File: src/rtl/core/arcb_pkg.sv
// Shared types, constants and codes of the alpha recovery and color bleed core.
// Depends on nothing; used by the divider, the top level and the checker of the block.
package arcb_pkg;

   localparam int MAX_DIM_DEFAULT       = 128;
   localparam int WINDOW_RADIUS_DEFAULT = 6;

   localparam int CHAN_W     = 8;
   localparam int NUM_CHAN   = 3;
   localparam int PIX_W      = 32;
   localparam int REQ_DATA_W = 48;
   localparam int RSP_DATA_W = 32;
   localparam int CSR_IDX_W  = 1;
   localparam int CSR_DATA_W = 8;

   localparam logic [CSR_DATA_W-1:0] FRAME_SIZE_RESET = 8'd64;
   localparam logic [CSR_DATA_W-1:0] THRESHOLD_RESET  = 8'd84;

   // Separation arithmetic: s = sum of (255 + black - white), at most 1530.
   localparam int CHAN_MAX    = 255;
   localparam int SEP_SUM_W   = 11;
   localparam int COLOR_SCALE = 765;
   localparam int SEP_NUM_W   = 18;
   // floor(s/3) equals (s*683)>>11 for every s up to 1530.
   localparam int ALPHA_RECIP = 683;
   localparam int ALPHA_SHIFT = 11;
   localparam int APROD_W     = SEP_SUM_W + 10;
   localparam int QUOT_W      = 8;

   typedef enum logic [CSR_IDX_W-1:0] {
      CSR_FRAME_SIZE = 1'b0,
      CSR_THRESHOLD  = 1'b1
   } csr_index_type;

   typedef enum logic [3:0] {
      ST_IDLE,
      ST_SEP,
      ST_SDIV,
      ST_WRITE,
      ST_CTR,
      ST_WIN,
      ST_WTAIL,
      ST_WSTART,
      ST_WDIV,
      ST_EMIT,
      ST_ALIGN
   } core_state_type;

   typedef struct packed {
      logic busy;
      logic done;
   } div_status_type;

endpackage

File: src/rtl/core/arcb_div.sv
// Three-lane restoring divider giving an 8-bit quotient saturated at 255.
// Depends on arcb_pkg; one quotient bit per cycle.
module arcb_div #(
   parameter int NUM_W = 18,
   parameter int DEN_W = 11
) (
   input  logic                          clock,
   input  logic                          reset,
   input  logic                          start,
   input  logic [NUM_W-1:0]              num [arcb_pkg::NUM_CHAN],
   input  logic [DEN_W-1:0]              den,
   output arcb_pkg::div_status_type      status,
   output logic [arcb_pkg::QUOT_W-1:0]   quot [arcb_pkg::NUM_CHAN]
);

   localparam int CMP_W = (NUM_W > DEN_W + arcb_pkg::QUOT_W) ? NUM_W
                                                             : DEN_W + arcb_pkg::QUOT_W;
   localparam int STEP_W = $clog2(arcb_pkg::QUOT_W);

   logic [CMP_W-1:0]            rem_ff  [arcb_pkg::NUM_CHAN];
   logic [CMP_W-1:0]            rem_in  [arcb_pkg::NUM_CHAN];
   logic [arcb_pkg::QUOT_W-1:0] q_ff    [arcb_pkg::NUM_CHAN];
   logic [arcb_pkg::QUOT_W-1:0] q_in    [arcb_pkg::NUM_CHAN];
   logic                        sat_ff  [arcb_pkg::NUM_CHAN];
   logic                        sat_in  [arcb_pkg::NUM_CHAN];
   logic [DEN_W-1:0]            den_ff, den_in;
   logic [STEP_W-1:0]           step_ff, step_in;
   logic                        busy_ff, busy_in;
   logic                        done_ff, done_in;
   logic [CMP_W-1:0]            shifted_c;

   // Load on start, then one compare and subtract per lane and cycle.
   always_comb begin
      rem_in    = rem_ff;
      q_in      = q_ff;
      sat_in    = sat_ff;
      den_in    = den_ff;
      step_in   = step_ff;
      busy_in   = busy_ff;
      done_in   = 1'b0;
      shifted_c = CMP_W'(den_ff) << step_ff;
      if (start) begin
         for (int k = 0; k < arcb_pkg::NUM_CHAN; k++) begin
            rem_in[k] = CMP_W'(num[k]);
            q_in[k]   = '0;
            sat_in[k] = CMP_W'(num[k]) >= (CMP_W'(den) << arcb_pkg::QUOT_W);
         end
         den_in  = den;
         step_in = STEP_W'(arcb_pkg::QUOT_W - 1);
         busy_in = 1'b1;
      end else if (busy_ff) begin
         for (int k = 0; k < arcb_pkg::NUM_CHAN; k++) begin
            if (rem_ff[k] >= shifted_c) begin
               rem_in[k]        = rem_ff[k] - shifted_c;
               q_in[k][step_ff] = 1'b1;
            end
         end
         if (step_ff == '0) begin
            busy_in = 1'b0;
            done_in = 1'b1;
         end else begin
            step_in = step_ff - 1'b1;
         end
      end
   end

   always_ff @(posedge clock) begin
      if (reset) begin
         busy_ff <= 1'b0;
         done_ff <= 1'b0;
      end else begin
         busy_ff <= busy_in;
         done_ff <= done_in;
      end
      rem_ff  <= rem_in;
      q_ff    <= q_in;
      sat_ff  <= sat_in;
      den_ff  <= den_in;
      step_ff <= step_in;
   end

   // The quotient holds after done until the next start.
   always_comb begin
      for (int k = 0; k < arcb_pkg::NUM_CHAN; k++) begin
         quot[k] = sat_ff[k] ? {arcb_pkg::QUOT_W{1'b1}} : q_ff[k];
      end
      status.busy = busy_ff;
      status.done = done_ff;
   end

endmodule

File: config.mk
export PLATFORM = sky130hd
export DESIGN_NAME = arcb_div
export DESIGN_NICKNAME = d
export VERILOG_FILES = /design/src/rtl/core/arcb_pkg.sv /design/src/rtl/core/arcb_div.sv
export SDC_FILE = /design/constraint.sdc
export NUM_CORES = 1
export LEC_CHECK = 0
export ABC_CLOCK_PERIOD_IN_PS = 5400
export CAP_MARGIN = 40
export CORE_UTILIZATION = 40
export CTS_CLUSTER_DIAMETER = 80
export DETAILED_ROUTE_END_ITERATION = 10
export DONT_BUFFER_PORTS = 1
export PLACE_DENSITY = 0.59
export SLEW_MARGIN = 40
export SYNTH_ARGS = -nofsm -noshare
export SYNTH_HDL_FRONTEND = slang
export SYNTH_SLANG_ARGS = --single-unit
File: constraint.sdc
create_clock -name clock -period 5.4 [get_ports clock]
set_clock_uncertainty 0.15 [all_clocks]
set_input_delay 0.27 -clock clock [delete_from_list [all_inputs] [get_ports clock]]
set_output_delay 0.27 -clock clock [all_outputs]
set_load 0.01 [all_outputs]
==> impl_results.md <==
* Data arrival, critical path at 4.43 ns
* Vias in the first global route at 6550
* Final net count at 1088
* Leading cell types in the layout, fill and taps excluded: ha_1 (86), nand2_1 (80), edfxtp_1 (68), dlygate4sd3_1 (68)
* DP Area at 0.00817 sq mm
* Synthesized area per cell at 9.04 sq um
* Max Cap Viol at 0
* Most common cell after layout, fill and taps aside: ha_1
* Starting Density at 40.8%
* Crit path kind: reg2reg
* Pre-CTS setup slack at 0.940 ns
* Die H at 143 microns
* Seq cells post-synth at 100
* Number of CTS-inserted buffers at 9
* Mapped cell area at 0.00791 sq mm
* Final period util at 83.7%
* Post-synth top area share at 25.8%
* Min Hold Slack at 0.0177 ns
* Slew @ Worst Pin at 0.975 ns
* CTS clk-pin slew, worst paths at 0.08 ns
* CTS tree: done
* Synth Warn # at 0
* Routed len/inst at 21.1 microns
* Worst setup EP type: register
* Initial drt markers at 615
* Root buffer cell: clkbuf_16
* DPL Wire Length at 17800 microns
* DR pass1 iterations at 5
* Final WS setup at 0.883 ns
* Pwr Density at 326 mW/mm^2
* First-pass GRT wire length at 37600 microns
* Crit path time final at 4.52 ns
* Full die area at 0.0203 sq mm
* Core area at 0.0194 sq mm
* Synthesized net count at 1031
* Clk buf depth at 2
* Leakage at 3.69 nW
* Seq/Total Area, Yosys at 33.9%
* Critical path data required time at 5.31 ns
* Die Width at 143 microns
* H-tree levels at 3
* Row count at 51
* Worst skew pair latency at 0.36 ns
* Post-synth ARST share at 0%
* Post-synth top area cell: edfxtp_1
* Crit-path max FO at 17
* Final setup violating endpoints at 0
* Fin area at 0.00917 sq mm
* Setup TNS at 0 ns
* Max-slew headroom at 33.1%
* Synth top area cells: edfxtp_1 (26%), ha_1 (14%), dfxtp_1 (8.1%)
* RSZ-0062 raised after global routing: no
* Total GRT Usage at 25.4%
* Most used flip-flop cell after synthesis: edfxtp_1
* Fmax at 221 MHz
* Outcome: finished clean
* Post-cts sizing count at 0
* Synthesized instance count at 874
* Worst hold path class: in2reg
* Initial antenna violation count at 1
* Clk sinks at 100
* Peak supply drop at 0.000186 V
* Layout cells sized above 1 at 8.97%
* Final Max Slew Viols at 0
* Total power at 2.99 mW
* Routability Congestion at 0.893
* Drc violations at 0
* Count of cell types in the netlist at 76
* Vias post-DR at 6961
* Vias per Instance at 5.79
* Final WL at 25300 microns
* I/O pin cnt at 94
* Area grow syn2layout at 16.0%
* DRT antenna net count at 0
* Largest net degree at the start of global routing at 109
* Worst setup SP type: register
* Grt ovf at 0
* Port bufs at 0
* Post-synth EDFFs at 68
* Final Hold Fails at 0
synthesized netlist by cell type, types with 4 or more instances:
library cell and n:
or2_2 25, mux2i_1 12, a21boi_0 4, o22ai_1 14, dfxtp_1 32, o21bai_1 9
o21a_1 10, o21ai_1 5, nor4_1 6, a21o_1 21, mux2_2 5, inv_1 51
o31ai_1 12, xor2_1 18, nand2_1 80, a31oi_1 12, a211oi_1 7, ha_1 86
o211ai_1 5, a21oi_1 59, nand3_1 26, a22o_1 15, clkbuf_1 26, o21ba_2 6
nand4_1 12, and3_1 8, o41ai_1 4, nor3_1 16, xnor2_1 23, edfxtp_1 68
nor2b_1 13, nand2b_1 10, o21ai_0 52, nor2_1 59
power by group:
part	total [mW]	switching, mW	internal (mW)
clock network	0.663	0.337	0.325
registers	0.976	0.0519	0.924
logic	1.35	0.807	0.545
total	2.99	1.20	1.79
kinds of logic after synthesis:
kind of cell | share of synthesized area (%)
compound gates | 22.9
xor+xnor | 4.54
fa+ha+maj | 14.4
buf+inv | 4.21
flops | 33.9
mux | 2.66
simple gates | 17.4
metal layers:
metal / global-route usage (%) / up-vias / share of wire (%)
met5: 0 / - / 0
met3: 5.35 / 34 / 8.4
met4: 8.15 / 0 / 2.6
li1: - / 3371 / -
met2: 39.6 / 278 / 44
met1: 35.1 / 3278 / 45
final timing paths:
kind	start	to	slack (ns)	cells past startpoint
worst max-delay path	step_ff[1]$_SDFFE_PP1P_	rem_ff[4]$_DFFE_PP_	0.88	14
worst min-delay path	start	rem_ff[22]$_DFFE_PP_	0.02	1
worst max register to register	step_ff[1]$_SDFFE_PP1P_	rem_ff[4]$_DFFE_PP_	0.88	14
worst min register to register	q_ff[14]$_SDFFE_PP0P_	q_ff[14]$_SDFFE_PP0P_	0.32	2
critical path, stage by stage, from the launching register on:
cell and delay, ns:
dfxtp_1 0.47, buf_4 0.28, mux2i_1 0.27, a21oi_1 0.11
and2_1 0.16, a31oi_1 0.60, ha_1 0.38, nand4_1 0.14
a21oi_1 0.26, nor4b_1 0.10, or3_4 0.42, o211ai_4 0.33
nand2_4 0.16, nand2b_1 0.15, buf_4 0.21
flip-flops by register name, indices dropped and copies added (netlist names):
name / cells
busy_ff: 1
den_ff: 11
done_ff: 1
q_ff: 24
rem_ff: 57
sat_ff: 3
step_ff: 3
per-stage QoR:
step / utilization (%) / std cells
floorplan: - / 874
detailed placement: 42.1 / 1116
global placement: 42.1 / 1116
CTS: 47.2 / 1200
finish: 47.3 / 1202
global route: 47.2 / 1201
layout make-up:
class,instances,area [sq um]
fillers,1945,10200
clock buffers,9,225
multi-input cells,690,4890
repair buffers,77,768
clock inverters,7,65.1
well taps,265,332
diodes,1,2.50
inverters,53,199
flip-flops and latches,100,2680
timing repair:
item | in CTS | in global routing
hold buffers | 68 | 1
setup endpoints to repair | 0 | 0
hold endpoints to repair | 112 | 1
setup buffers | 0 | 0
No activity file was read; power rests on OpenSTA's default activity.
